<file path="src/rtl/ucs_pkg.sv">
// Shared types and constants for the URL component splitter.
// No dependencies; used by ucs_parser, ucs_result_q and url_component_splitter.
package ucs_pkg;

	localparam int MAX_LEN_DEF = 4096;
	localparam int RQ_DEPTH    = 4;

	localparam logic [7:0] CH_COLON = 8'h3A;
	localparam logic [7:0] CH_SLASH = 8'h2F;
	localparam logic [7:0] CH_QMARK = 8'h3F;
	localparam logic [7:0] CH_ZERO  = 8'h30;
	localparam logic [7:0] CH_NINE  = 8'h39;

	typedef enum logic [2:0] {
		PH_FIRST  = 3'd0,
		PH_COLON  = 3'd1,
		PH_SLASH2 = 3'd2,
		PH_DOMAIN = 3'd3,
		PH_PORT   = 3'd4,
		PH_PATH   = 3'd5,
		PH_PARAMS = 3'd6
	} phase_t;

	typedef enum logic [2:0] {
		K_PROTO  = 3'd0,
		K_DOMAIN = 3'd1,
		K_PORT   = 3'd2,
		K_PATH   = 3'd3,
		K_PARAMS = 3'd4,
		K_NONE   = 3'd5
	} kind_t;

	typedef enum logic [2:0] {
		ST_OK        = 3'd0,
		ST_BAD_SLASH = 3'd1,
		ST_BAD_PORT  = 3'd2,
		ST_NO_DELIM  = 3'd3,
		ST_END_COLON = 3'd4,
		ST_TOO_LONG  = 3'd5
	} status_t;

	typedef struct packed {
		kind_t       kind;
		logic [11:0] start;
		logic [12:0] len;
		status_t     status;
		logic        done;
	} result_t;

	// up to two result words produced by one input byte, r0 first
	typedef struct packed {
		logic [1:0] n;
		result_t    r0;
		result_t    r1;
	} push_t;

	typedef struct packed {
		logic [$clog2(RQ_DEPTH+1)-1:0] count;
		logic                          room2;
	} rq_stat_t;

endpackage

</file>
<file path="src/rtl/url_component_splitter.sv">
// Top level of the URL component splitter: input register, parser, result queue.
// Depends on ucs_pkg, ucs_parser and ucs_result_q.
//
// Usage:
//  - Input channel (in_valid/in_ready, ch, last): one URL byte per word, last
//    set on the final byte of each URL. URLs follow each other with no gap.
//  - Output channel (out_valid/out_ready, field_kind, start_res, length,
//    status, url_done): one word per closed component, in URL order. An error
//    gives a single word with field_kind none, its status and url_done set;
//    later bytes of that URL give nothing.
//  - Path: a byte is held in the input register until the parser steps on it;
//    that step writes its result words into the queue that drives the output.
//  - Throughput: one byte per cycle while the queue has room for two words. A
//    byte may close two components and the output port moves one word a cycle,
//    so runs of such bytes are held to the queue draining one word per cycle.
//  - Stall: when out_ready is low the four-word result queue fills; the parser
//    steps only while two free slots remain, and in_ready drops once the input
//    register is held.
//  - Reset: arst_n clears the parse state, the input register and the queue;
//    the block is ready for the first byte in the cycle after release.
module url_component_splitter #(
	parameter int MAX_LEN = ucs_pkg::MAX_LEN_DEF
) (
	input  logic        clk,
	input  logic        arst_n,
	input  logic        in_valid,
	output logic        in_ready,
	input  logic [7:0]  ch,
	input  logic        last,
	output logic        out_valid,
	input  logic        out_ready,
	output logic [2:0]  field_kind,
	output logic [11:0] start_res,
	output logic [12:0] length,
	output logic [2:0]  status,
	output logic        url_done
);

	// input register stage
	logic       v_s1;
	logic [7:0] ch_s1;
	logic       last_s1;

	logic               advance;
	logic               dropping;
	ucs_pkg::push_t     push;
	ucs_pkg::result_t   head;
	ucs_pkg::rq_stat_t  rq_stat;

	// parser may step only when the queue can take the worst case of two words
	assign advance  = v_s1 && rq_stat.room2;
	assign in_ready = !v_s1 || advance;

	always_ff @(posedge clk or negedge arst_n) begin
		if (!arst_n) begin
			v_s1 <= 1'b0;
		end else if (in_ready) begin
			v_s1 <= in_valid;
		end
	end

	always_ff @(posedge clk) begin
		if (in_ready && in_valid) begin
			ch_s1   <= ch;
			last_s1 <= last;
		end
	end

	ucs_parser #(
		.MAX_LEN(MAX_LEN)
	) u_parser (
		.clk     (clk),
		.arst_n  (arst_n),
		.step    (advance),
		.ch      (ch_s1),
		.last    (last_s1),
		.push    (push),
		.dropping(dropping)
	);

	ucs_result_q u_rq (
		.clk     (clk),
		.arst_n  (arst_n),
		.push    (push),
		.pop     (out_ready),
		.head    (head),
		.nonempty(out_valid),
		.stat    (rq_stat)
	);

	assign field_kind = head.kind;
	assign start_res  = head.start;
	assign length     = head.len;
	assign status     = head.status;
	assign url_done   = head.done;

	// queue never holds more words than it has slots
	a_rq_bound: assert property (@(posedge clk) disable iff (!arst_n)
		rq_stat.count <= ($clog2(ucs_pkg::RQ_DEPTH + 1))'(ucs_pkg::RQ_DEPTH))
		else $error("result queue overflow");

	// a URL being dropped after an error produces no further words
	a_drop_quiet: assert property (@(posedge clk) disable iff (!arst_n)
		advance && dropping |-> push.n == 2'd0)
		else $error("result pushed while dropping");

	// a status-only word always ends its URL with a nonzero status
	a_none_err: assert property (@(posedge clk) disable iff (!arst_n)
		out_valid && field_kind == ucs_pkg::K_NONE |->
		url_done && status != ucs_pkg::ST_OK && length == 13'd0)
		else $error("malformed status-only word");

	// the parser steps only when the queue has room for two words
	a_push_room: assert property (@(posedge clk) disable iff (!arst_n)
		push.n != 2'd0 |-> rq_stat.room2)
		else $error("push without room");

endmodule

</file>
<file path="src/rtl/ucs_parser.sv">
// Parse state registers and the per-byte phase logic of the URL splitter.
// Depends on ucs_pkg (phase, kind, status codes, result and push structs).
module ucs_parser #(
	parameter int MAX_LEN = ucs_pkg::MAX_LEN_DEF
) (
	input  logic              clk,
	input  logic              arst_n,
	input  logic              step,
	input  logic [7:0]        ch,
	input  logic              last,
	output ucs_pkg::push_t    push,
	output logic              dropping
);

	localparam int OW = $clog2(MAX_LEN + 1);

	ucs_pkg::phase_t ph_q, ph_d;
	logic [OW-1:0] off_q, off_d, ps_q, ps_d, fse_q, fse_d;
	logic drop_q, drop_d;

	logic digit, em, fail;
	ucs_pkg::status_t fcode;
	ucs_pkg::result_t em_r, fin_r;
	ucs_pkg::kind_t fin_kind;

	function automatic ucs_pkg::result_t mk(ucs_pkg::kind_t k, logic [OW-1:0] s,
			logic [OW-1:0] l, ucs_pkg::status_t st, logic d);
		ucs_pkg::result_t r;
		r.kind   = k;
		r.start  = 12'(s);
		r.len    = 13'(l);
		r.status = st;
		r.done   = d;
		return r;
	endfunction

	always_comb begin
		ph_d     = ph_q;
		off_d    = off_q;
		ps_d     = ps_q;
		fse_d    = fse_q;
		drop_d   = drop_q;
		em       = 1'b0;
		em_r     = mk(ucs_pkg::K_NONE, '0, '0, ucs_pkg::ST_OK, 1'b0);
		fail     = 1'b0;
		fcode    = ucs_pkg::ST_OK;
		fin_kind = ucs_pkg::K_PARAMS;
		fin_r    = mk(ucs_pkg::K_NONE, '0, '0, ucs_pkg::ST_OK, 1'b0);
		push     = '0;
		digit    = (ch >= ucs_pkg::CH_ZERO) && (ch <= ucs_pkg::CH_NINE);

		if (drop_q) begin
			if (last) begin
				ph_d   = ucs_pkg::PH_FIRST;
				off_d  = '0;
				ps_d   = '0;
				fse_d  = '0;
				drop_d = 1'b0;
			end
		end else begin
			if (off_q >= OW'(MAX_LEN)) begin
				fail  = 1'b1;
				fcode = ucs_pkg::ST_TOO_LONG;
			end else begin
				unique case (ph_q)
					ucs_pkg::PH_FIRST: begin
						if (ch == ucs_pkg::CH_COLON) begin
							fse_d = off_q;
							ph_d  = ucs_pkg::PH_COLON;
						end else if (ch == ucs_pkg::CH_SLASH) begin
							em   = 1'b1;
							em_r = mk(ucs_pkg::K_DOMAIN, '0, off_q, ucs_pkg::ST_OK, 1'b0);
							ps_d = off_q + 1'b1;
							ph_d = ucs_pkg::PH_PATH;
						end
					end
					ucs_pkg::PH_COLON: begin
						if (ch == ucs_pkg::CH_SLASH) begin
							ph_d = ucs_pkg::PH_SLASH2;
						end else if (ch == ucs_pkg::CH_QMARK) begin
							em   = 1'b1;
							em_r = mk(ucs_pkg::K_DOMAIN, '0, fse_q, ucs_pkg::ST_OK, 1'b0);
							ps_d = off_q + 1'b1;
							ph_d = ucs_pkg::PH_PARAMS;
						end else if (digit) begin
							em   = 1'b1;
							em_r = mk(ucs_pkg::K_DOMAIN, '0, fse_q, ucs_pkg::ST_OK, 1'b0);
							ps_d = off_q;
							ph_d = ucs_pkg::PH_PORT;
						end else begin
							fail  = 1'b1;
							fcode = ucs_pkg::ST_BAD_PORT;
						end
					end
					ucs_pkg::PH_SLASH2: begin
						if (ch != ucs_pkg::CH_SLASH) begin
							fail  = 1'b1;
							fcode = ucs_pkg::ST_BAD_SLASH;
						end else begin
							em   = 1'b1;
							em_r = mk(ucs_pkg::K_PROTO, '0, fse_q, ucs_pkg::ST_OK, 1'b0);
							ps_d = off_q + 1'b1;
							ph_d = ucs_pkg::PH_DOMAIN;
						end
					end
					ucs_pkg::PH_DOMAIN: begin
						if (ch == ucs_pkg::CH_COLON || ch == ucs_pkg::CH_SLASH) begin
							em   = 1'b1;
							em_r = mk(ucs_pkg::K_DOMAIN, ps_q, off_q - ps_q,
								ucs_pkg::ST_OK, 1'b0);
							ps_d = off_q + 1'b1;
							ph_d = (ch == ucs_pkg::CH_COLON) ? ucs_pkg::PH_PORT
								: ucs_pkg::PH_PATH;
						end
					end
					ucs_pkg::PH_PORT: begin
						if (ch == ucs_pkg::CH_SLASH || ch == ucs_pkg::CH_QMARK) begin
							em   = 1'b1;
							em_r = mk(ucs_pkg::K_PORT, ps_q, off_q - ps_q,
								ucs_pkg::ST_OK, 1'b0);
							ps_d = off_q + 1'b1;
							ph_d = (ch == ucs_pkg::CH_SLASH) ? ucs_pkg::PH_PATH
								: ucs_pkg::PH_PARAMS;
						end else if (!digit) begin
							fail  = 1'b1;
							fcode = ucs_pkg::ST_BAD_PORT;
						end
					end
					ucs_pkg::PH_PATH: begin
						if (ch == ucs_pkg::CH_QMARK) begin
							em   = 1'b1;
							em_r = mk(ucs_pkg::K_PATH, ps_q, off_q - ps_q,
								ucs_pkg::ST_OK, 1'b0);
							ps_d = off_q + 1'b1;
							ph_d = ucs_pkg::PH_PARAMS;
						end
					end
					ucs_pkg::PH_PARAMS: begin
					end
					default: ph_d = ucs_pkg::PH_PARAMS;
				endcase
			end

			// end-of-URL checks; an open first segment, colon or slash pair is an error
			if (!fail && last) begin
				case (ph_d)
					ucs_pkg::PH_FIRST: begin
						fail  = 1'b1;
						fcode = ucs_pkg::ST_NO_DELIM;
					end
					ucs_pkg::PH_COLON: begin
						fail  = 1'b1;
						fcode = ucs_pkg::ST_END_COLON;
					end
					ucs_pkg::PH_SLASH2: begin
						fail  = 1'b1;
						fcode = ucs_pkg::ST_BAD_SLASH;
					end
					ucs_pkg::PH_DOMAIN: fin_kind = ucs_pkg::K_DOMAIN;
					ucs_pkg::PH_PORT:   fin_kind = ucs_pkg::K_PORT;
					ucs_pkg::PH_PATH:   fin_kind = ucs_pkg::K_PATH;
					default:            fin_kind = ucs_pkg::K_PARAMS;
				endcase
			end

			if (fail) begin
				push.n  = 2'd1;
				push.r0 = mk(ucs_pkg::K_NONE, '0, '0, fcode, 1'b1);
				ph_d    = ucs_pkg::PH_FIRST;
				off_d   = '0;
				ps_d    = '0;
				fse_d   = '0;
				drop_d  = !last;
			end else if (last) begin
				fin_r   = mk(fin_kind, ps_d, off_q + 1'b1 - ps_d, ucs_pkg::ST_OK, 1'b1);
				push.n  = em ? 2'd2 : 2'd1;
				push.r0 = em ? em_r : fin_r;
				push.r1 = fin_r;
				ph_d    = ucs_pkg::PH_FIRST;
				off_d   = '0;
				ps_d    = '0;
				fse_d   = '0;
			end else begin
				push.n  = em ? 2'd1 : 2'd0;
				push.r0 = em_r;
				off_d   = off_q + 1'b1;
			end
		end

		if (!step) begin
			push.n = 2'd0;
		end
	end

	always_ff @(posedge clk or negedge arst_n) begin
		if (!arst_n) begin
			ph_q   <= ucs_pkg::PH_FIRST;
			off_q  <= '0;
			ps_q   <= '0;
			fse_q  <= '0;
			drop_q <= 1'b0;
		end else if (step) begin
			ph_q   <= ph_d;
			off_q  <= off_d;
			ps_q   <= ps_d;
			fse_q  <= fse_d;
			drop_q <= drop_d;
		end
	end

	assign dropping = drop_q;

endmodule

</file>
<file path="src/rtl/ucs_result_q.sv">
// Result queue: takes up to two result words per cycle, hands out one.
// Depends on ucs_pkg (result_t, push_t, rq_stat_t, RQ_DEPTH).
module ucs_result_q (
	input  logic               clk,
	input  logic               arst_n,
	input  ucs_pkg::push_t     push,
	input  logic               pop,
	output ucs_pkg::result_t   head,
	output logic               nonempty,
	output ucs_pkg::rq_stat_t  stat
);

	localparam int D  = ucs_pkg::RQ_DEPTH;
	localparam int PW = $clog2(D);
	localparam int CW = $clog2(D + 1);

	ucs_pkg::result_t mem_q [D];
	logic [PW-1:0] wp_q, rp_q;
	logic [CW-1:0] cnt_q;
	logic do_pop;

	assign do_pop = pop && (cnt_q != '0);

	always_ff @(posedge clk) begin
		if (push.n != 2'd0) begin
			mem_q[wp_q] <= push.r0;
		end
		if (push.n == 2'd2) begin
			mem_q[wp_q + 1'b1] <= push.r1;
		end
	end

	always_ff @(posedge clk or negedge arst_n) begin
		if (!arst_n) begin
			wp_q  <= '0;
			rp_q  <= '0;
			cnt_q <= '0;
		end else begin
			wp_q  <= wp_q + PW'(push.n);
			rp_q  <= rp_q + PW'(do_pop);
			cnt_q <= cnt_q + CW'(push.n) - CW'(do_pop);
		end
	end

	assign head       = mem_q[rp_q];
	assign nonempty   = (cnt_q != '0);
	assign stat.count = cnt_q;
	assign stat.room2 = (cnt_q <= CW'(D - 2));

endmodule
</file>
<file path="config.mk">
export PLATFORM = sky130hd
export DESIGN_NAME = url_component_splitter
export DESIGN_NICKNAME = d
export VERILOG_FILES = /design/src/rtl/ucs_pkg.sv /design/src/rtl/url_component_splitter.sv /design/src/rtl/ucs_parser.sv /design/src/rtl/ucs_result_q.sv
export SDC_FILE = /design/constraint.sdc
export NUM_CORES = 1
export LEC_CHECK = 0
export BUFFER_PORTS_ARGS = -buffer_cell sky130_fd_sc_hd__clkbuf_2
export CORE_MARGIN = 2
export CORE_UTILIZATION = 40
export CTS_BUF_LIST = sky130_fd_sc_hd__clkbuf_16
export CTS_CLUSTER_SIZE = 20
export DETAILED_ROUTE_END_ITERATION = 8
export PLACE_DENSITY_LB_ADDON = 0.15
export SLEW_MARGIN = 0
export SYNTH_ARGS = -nofsm -noshare
export SYNTH_HDL_FRONTEND = slang
export SYNTH_SLANG_ARGS = --single-unit
</file>
<file path="constraint.sdc">
create_clock -name clk -period 13.5 [get_ports clk]
set_clock_uncertainty 0.2 [all_clocks]
set_input_delay 0 -clock clk [delete_from_list [all_inputs] [get_ports clk]]
set_output_delay 0 -clock clk [all_outputs]
set_load 0.1 [all_outputs]
</file>
**Word level (Yosys, flattened, before mapping)**

Memory sizes are Yosys's and may differ from the RTL's.
Index checks and enable logic that the tools add are counted.

- Register bits after elaboration: 60
- Bits in writable memories: 128
- Input bits: 13
- Output and inout port bits: 34
- Memories: 1

- Add/sub/neg operators: 8
- $lt $le $gt $ge: 4
- Equality and inequality tests: 18
- Multiplexer cells: 104
- Reductions and logical operators: 20

Memory list:

| name | depth | width | rd ports | clocked after Yosys merged registers in | write ports | line | text |
|---|---|---|---|---|---|---|---|
| u_rq.mem_q | 4 | 32 | 1 | 0 | 2 | ucs_result_q.sv:17 | `ucs_pkg::result_t mem_q [D];` |

Operators by type and width:

| cell | count |
|---|---|
| two-way mux 32 bit | 13 |
| two-way mux 13 bit | 24 |
| one-hot mux 32 bit (6 select lines) | 1 |
| one-hot mux 13 bit (6 select lines) | 1 |
| two-way mux 34 bit | 2 |
| two-way mux 66 bit | 1 |
| two-way mux 3 bit | 20 |
| two-way mux 1 bit | 31 |
| one-hot mux 3 bit (3 select lines) | 3 |
| subtractor 13 bit | 2 |
| equality test 8 x 6 -> 1 bit (second input constant) | 3 |
| one-hot mux 3 bit (7 select lines) | 1 |
| equality test 3 bit (second input constant) | 5 |
| adder 13 x 1 -> 13 bit (second input constant) | 1 |
| greater-or-equal comparator 13 bit (second input constant) | 1 |
| equality test 3 x 2 -> 1 bit (second input constant) | 4 |
| two-way mux 2 bit | 5 |
| nonzero test 3 bit | 3 |
| greater-or-equal comparator 8 x 6 -> 1 bit (second input constant) | 1 |
| <= comparator 8 x 6 -> 1 bit (second input constant) | 1 |
| inequality test 8 x 6 -> 1 bit (second input constant) | 1 |
| equality test 3 x 1 -> 1 bit (second input constant) | 2 |
| logical NOT 3 bit | 2 |
| one-hot mux 1 bit (6 select lines) | 1 |
| 17 further kinds | 25 |

**Logic depth before layout (Yosys ltp)**

- Depth after elaboration: 19
- Gate-level depth with buffers: 21
- Gate-level depth less buffers: 19

**By module**

A second synthesis with hierarchy kept.

- Cells, all modules: 1091
- Area, all modules: 12185.4 um2

By module, submodules not included:

| module | instances | cells an instance | area an instance (um2) | sequential area each (um2) |
|---|---|---|---|---|
| ucs_result_q | 1 | 357 | 6666.4 | 4018.9 |
| ucs_parser | 1 | 720 | 5188.7 | 1076.0 |
| url_component_splitter | 1 | 14 | 330.3 | 295.3 |

**Worst setup path after synthesis**

Ideal clock, no wire load.

- Path kind: reg-to-reg
- From: register u_parser.ph_q[1]
- To: memory u_rq.mem_q[2][16] in the netlist's numbering (data pin)
- Data arrival time: 4263 ps
- Required time: 13022 ps
- Path slack: 8759 ps
- Cell stages (with the launch flop): 20
- Buffers on the path: 2
- Cells stage by stage: dfrtp_1 > buf_2 > buf_2 > or4b_1 > a211oi_1 > o311ai_0 > a221oi_1 > nor2_1 > a21oi_1 > inv_1 > fa_1 > nor2b_1 > o31a_1 > o21ai_0 > a211oi_1 > o21ai_0 > a21oi_1 > xor2_1 > or4b_1 > o221ai_1

RTL lines:

| item | line | text |
|---|---|---|
| from (decl) | ucs_parser.sv:17 | `ucs_pkg::phase_t ph_q, ph_d;` |
| from (signal assigned) | ucs_parser.sv:197 | `ph_q <= ucs_pkg::PH_FIRST;` |
| from (signal assigned) | ucs_parser.sv:203 | `ph_q <= ph_d;` |
| to (decl) | ucs_result_q.sv:17 |  |

==> impl_metrics.ini <==
[logic_synthesis]
yosys.area_share.adder = 0.04119
synth_commonest_cells = 125 x edfxtp_1, 86 x nand2_1, 82 x o22ai_1, 60 x o21ai_0, 56 x nor2_1
synth.area.mux_share = 0.06452
synth_most_common_cell = edfxtp_1
syn-instance-count = 1094
async_flop_share = 0.2713
ys_seq_elements = 188
yosysWarnings = 0
synthesis.nets = 1143
synth_compound_area_frac = 0.2260
synthTopCellsByArea = edfxtp_1 33%, dfrtp_1 11%, mux4_2 6.3%
synth-main-ff-cell = edfxtp_1
synth_top_family_by_area = compound AO/OA/AOI/OAI gates
synth_top_area_frac = 0.3269
synth-xor-area-share = 0.03051
ys_seq_area_frac = 0.4590
yosysTopAreaCell = edfxtp_1
synth_area_mm2 = 0.01148
avgSynthCellArea_um2 = 10.49
synth-simple-area-share = 0.1362
yosysUniqueCellTypes = 86
synth_edf_count = 125

[pwr]
leakage_nw = 4.485
switchingPower_mw = 1.487
p_clk_frac = 0.180
seqPwrFrac = 0.273
p_per_area_mw_per_mm2 = 225.5
worst_ir_drop_vdd_mv = 0.1117
intPower_mw = 1.389
switching_share = 0.5169
p_comb_frac = 0.546

[global_route]
use_met2 = 0.3832
grt-ovfl-total = 0
antenna_found_initial = 0
grt_max_degree = 52
first_global_vias = 9030
busiest_layer = met2
grt_pass1_wl_mm = 56.88
grt_util_met1 = 0.3527
grt.total_usage = 0.2487
use_met3 = 0.04123

[place]
place_inst = 1466
numPortBuffers = 46
preCtsSetupSlack_ns = 7.621
hpwl_mm = 25.66
place.gp.congestion = 0.9124

[finish]
layout-drive-gt1-share = 0.1385
stdcell_count = 1510
final_nets = 1162
area_growth_pct = 11.12
fillCellCount = 2706
antennaDiodeCount = 0
multi_input_area_mm2 = 0.005739
final-seq-area_mm2 = 0.005271

[critical_path]
cp.arrival_ns = 6.12
crit_slowest_cell = a211oi_2
path_cells = nor2b_1 -> o211ai_1 -> a211oi_2 -> o31ai_1 -> inv_1 -> o32ai_1 -> inv_1 -> ha_1 -> nor2b_1 -> o31a_1 -> o21ai_0 -> a211oi_1 -> o21ai_0 -> a21oi_1 -> xor2_1 -> or4b_1 -> o221ai_1
cp_max_fo = 20
criticalPathCategory = flop to flop
slowest_delay_ns = 1.02
endpoint_kind = flop
start_kind = flop
critPathBufInv = 2
required_ns = 13.57
reg2reg_depth = 17
critPathTopFamily = compound AO/OA/AOI/OAI gates
worst-path-stages = 17

[route]
vias_per_cell = 6.318
drt-total-wl_mm = 37.31
wl_per_cell_um = 24.71
dr.pass1.iters = 5
via_count = 9540
drt_iter0_markers = 1334
drc_errors = 0
ant_nets = 0

[sta]
period_minus_slack_ns = 6.050
worst_pin_slew_ns = 1.189
fin_crit_sh = 0.4481
layout_setup_ws_ns = 7.450
fmax_ghz = 0.1653
slew_viol_final = 0
setup_viol = 0
fin_tns_setup_ns = 0
timing.slew.headroom = 0.2056
rsz0062_at_grt = no
hold_violations = 0

[cts]
path_clk_slew_ns = 0.08
cts_sinks = 188
cts_tree = built
cts_buffers = 17
cts_max_level = 4
post_cts_buffers = 0
cts-root-buf = clkbuf_16
clockBufferDepth = 2
clock_latency_ns = 0.44

[floorplan]
coreArea_mm2 = 0.02847
die_h_um = 173.4
die_w_um = 173.4
start_util = 0.4033
rows = 62
die_area_mm2 = 0.03007
ios = 47

[run]
drv_cap = 0

[run_status]
status = completed

[min_path]
worstHoldPathType = input port to async pin
[final cells by class]
| type | count | share of cell area |
|---|---|---|
| Sequential cell | 188 | 0.4132 |
| Multi-Input combinational cell | 783 | 0.4499 |
| Inverter | 45 | 0.01324 |
| Clock inverter | 15 | 0.01344 |
| Clock buffer | 17 | 0.03335 |
| Tap cell | 384 | 0.03766 |
| Timing Repair Buffer | 78 | 0.03923 |
[layer usage]
metal  vias to the layer above  part of all wire
met5                         -                 0
met4                         0             0.031
met3                        75             0.082
met2                       479              0.45
met1                      4677              0.43
li1                       4309                 -
[per-stage QoR]
step / total power [mW] / utilization / hold slack, ns / instance area [um2]
after global routing: 3.009 / 0.4481 / 0.06757 / 12760
after floorplan: 2.018 / - / -0.4956 / 11480
after CTS: 2.877 / 0.4481 / 0.04328 / 12760
after global placement: 2.340 / 0.4229 / -0.02320 / 12040
after detailed placement: 2.357 / 0.4229 / -0.02137 / 12040
final: 2.876 / 0.4481 / 0.01717 / 12760
[state kept, by name (all words and copies together), names as in the netlist]
| name | count |
|---|---|
| u_rq.rp_q | 2 |
| u_rq.mem_q | 128 |
| u_parser.ps_q | 13 |
| u_rq.cnt_q | 3 |
| u_parser.fse_q | 13 |
| ch_s1 | 8 |
| u_rq.wp_q | 2 |
| u_parser.dropping | 1 |
| last_s1 | 1 |
| u_parser.ph_q | 3 |
| u_parser.off_q | 13 |
| v_s1 | 1 |
[cell usage in the layout (no fill, tap or decap), drive strengths merged, types with 7 or more instances in the layout]
| cell | count |
|---|---|
| dfrtp | 51 |
| o221ai | 8 |
| o22ai | 83 |
| or3 | 14 |
| nor2b | 8 |
| and3 | 8 |
| nand3 | 20 |
| o2bb2ai | 30 |
| xor2 | 13 |
| nor3 | 25 |
| a21o | 8 |
| or2 | 12 |
| ha | 33 |
| o211ai | 11 |
| buf | 20 |
| nor4 | 7 |
| mux4 | 32 |
| o21a | 8 |
| nand2b | 20 |
| a22o | 28 |
| a211oi | 8 |
| and2 | 15 |
| dfxtp | 12 |
| nand4 | 8 |
| clkbuf | 63 |
| a22oi | 8 |
| a21oi | 44 |
| dlygate4sd3 | 12 |
| nor2 | 56 |
| edfxtp | 125 |
| inv | 53 |
| nand2 | 89 |
| xnor2 | 27 |
| o32ai | 11 |
| o21ai | 62 |
| clkinv | 7 |
[worst reg2reg max path, cell delays in order (launching register included)]
cell and delay, ns:
dfrtp_1 0.69, nor2b_1 0.52, o211ai_1 0.20, a211oi_2 1.02
o31ai_1 0.36, inv_1 0.24, o32ai_1 0.16, inv_1 0.12
ha_1 0.28, nor2b_1 0.16, o31a_1 0.24, o21ai_0 0.35
a211oi_1 0.14, o21ai_0 0.22, a21oi_1 0.12, xor2_1 0.24
or4b_1 0.53, o221ai_1 0.08
[cell families (layout without fill, tap and decap cells)]
group	count (synthesis)	in the layout
multiplexers	34	34
XOR/XNOR	40	40
adder cells (fa/ha/maj)	36	36
buffers and inverters	123	155
AND/OR/NAND/NOR	303	303
flip-flops	188	188
AO/OA/AOI/OAI	370	370
[power by group through the flow]
stage | Clock (mW) | Sequential [mW] | Combinational [mW]
2_1_floorplan | 0 | 0.762 | 1.26
3_3_place_gp | 0 | 0.795 | 1.55
3_5_place_dp | 0 | 0.798 | 1.56
4_1_cts | 0.526 | 0.785 | 1.57
5_1_grt | 0.546 | 0.797 | 1.67
6_report | 0.519 | 0.786 | 1.57
[final timing paths]
check | startpoint | end | slack [ns]
max | u_parser.ph_q[0]$_DFFE_PN0P_ | u_rq.mem_q[2][16]$_DFFE_PP_ | 7.45
min | arst_n | u_parser.fse_q[9]$_DFFE_PN0P_ | 0.02
max reg2reg | u_parser.ph_q[0]$_DFFE_PN0P_ | u_rq.mem_q[2][16]$_DFFE_PP_ | 7.45
min reg2reg | u_rq.mem_q[1][1]$_SDFFE_PP0N_ | u_rq.mem_q[1][1]$_SDFFE_PP0N_ | 0.27
max in group asynchronous | arst_n | u_rq.rp_q[0]$_DFF_PN0_ | 12.54
min in group clk | ch[4] | ch_s1[4]$_DFFE_PP_ | 0.06
[what timing repair did]
item	CTS	global route
endpoints found under the hold margin	72	0
hold buffers	12	0
gates resized for setup	0	0
Power figures use the tool's default switching activity.
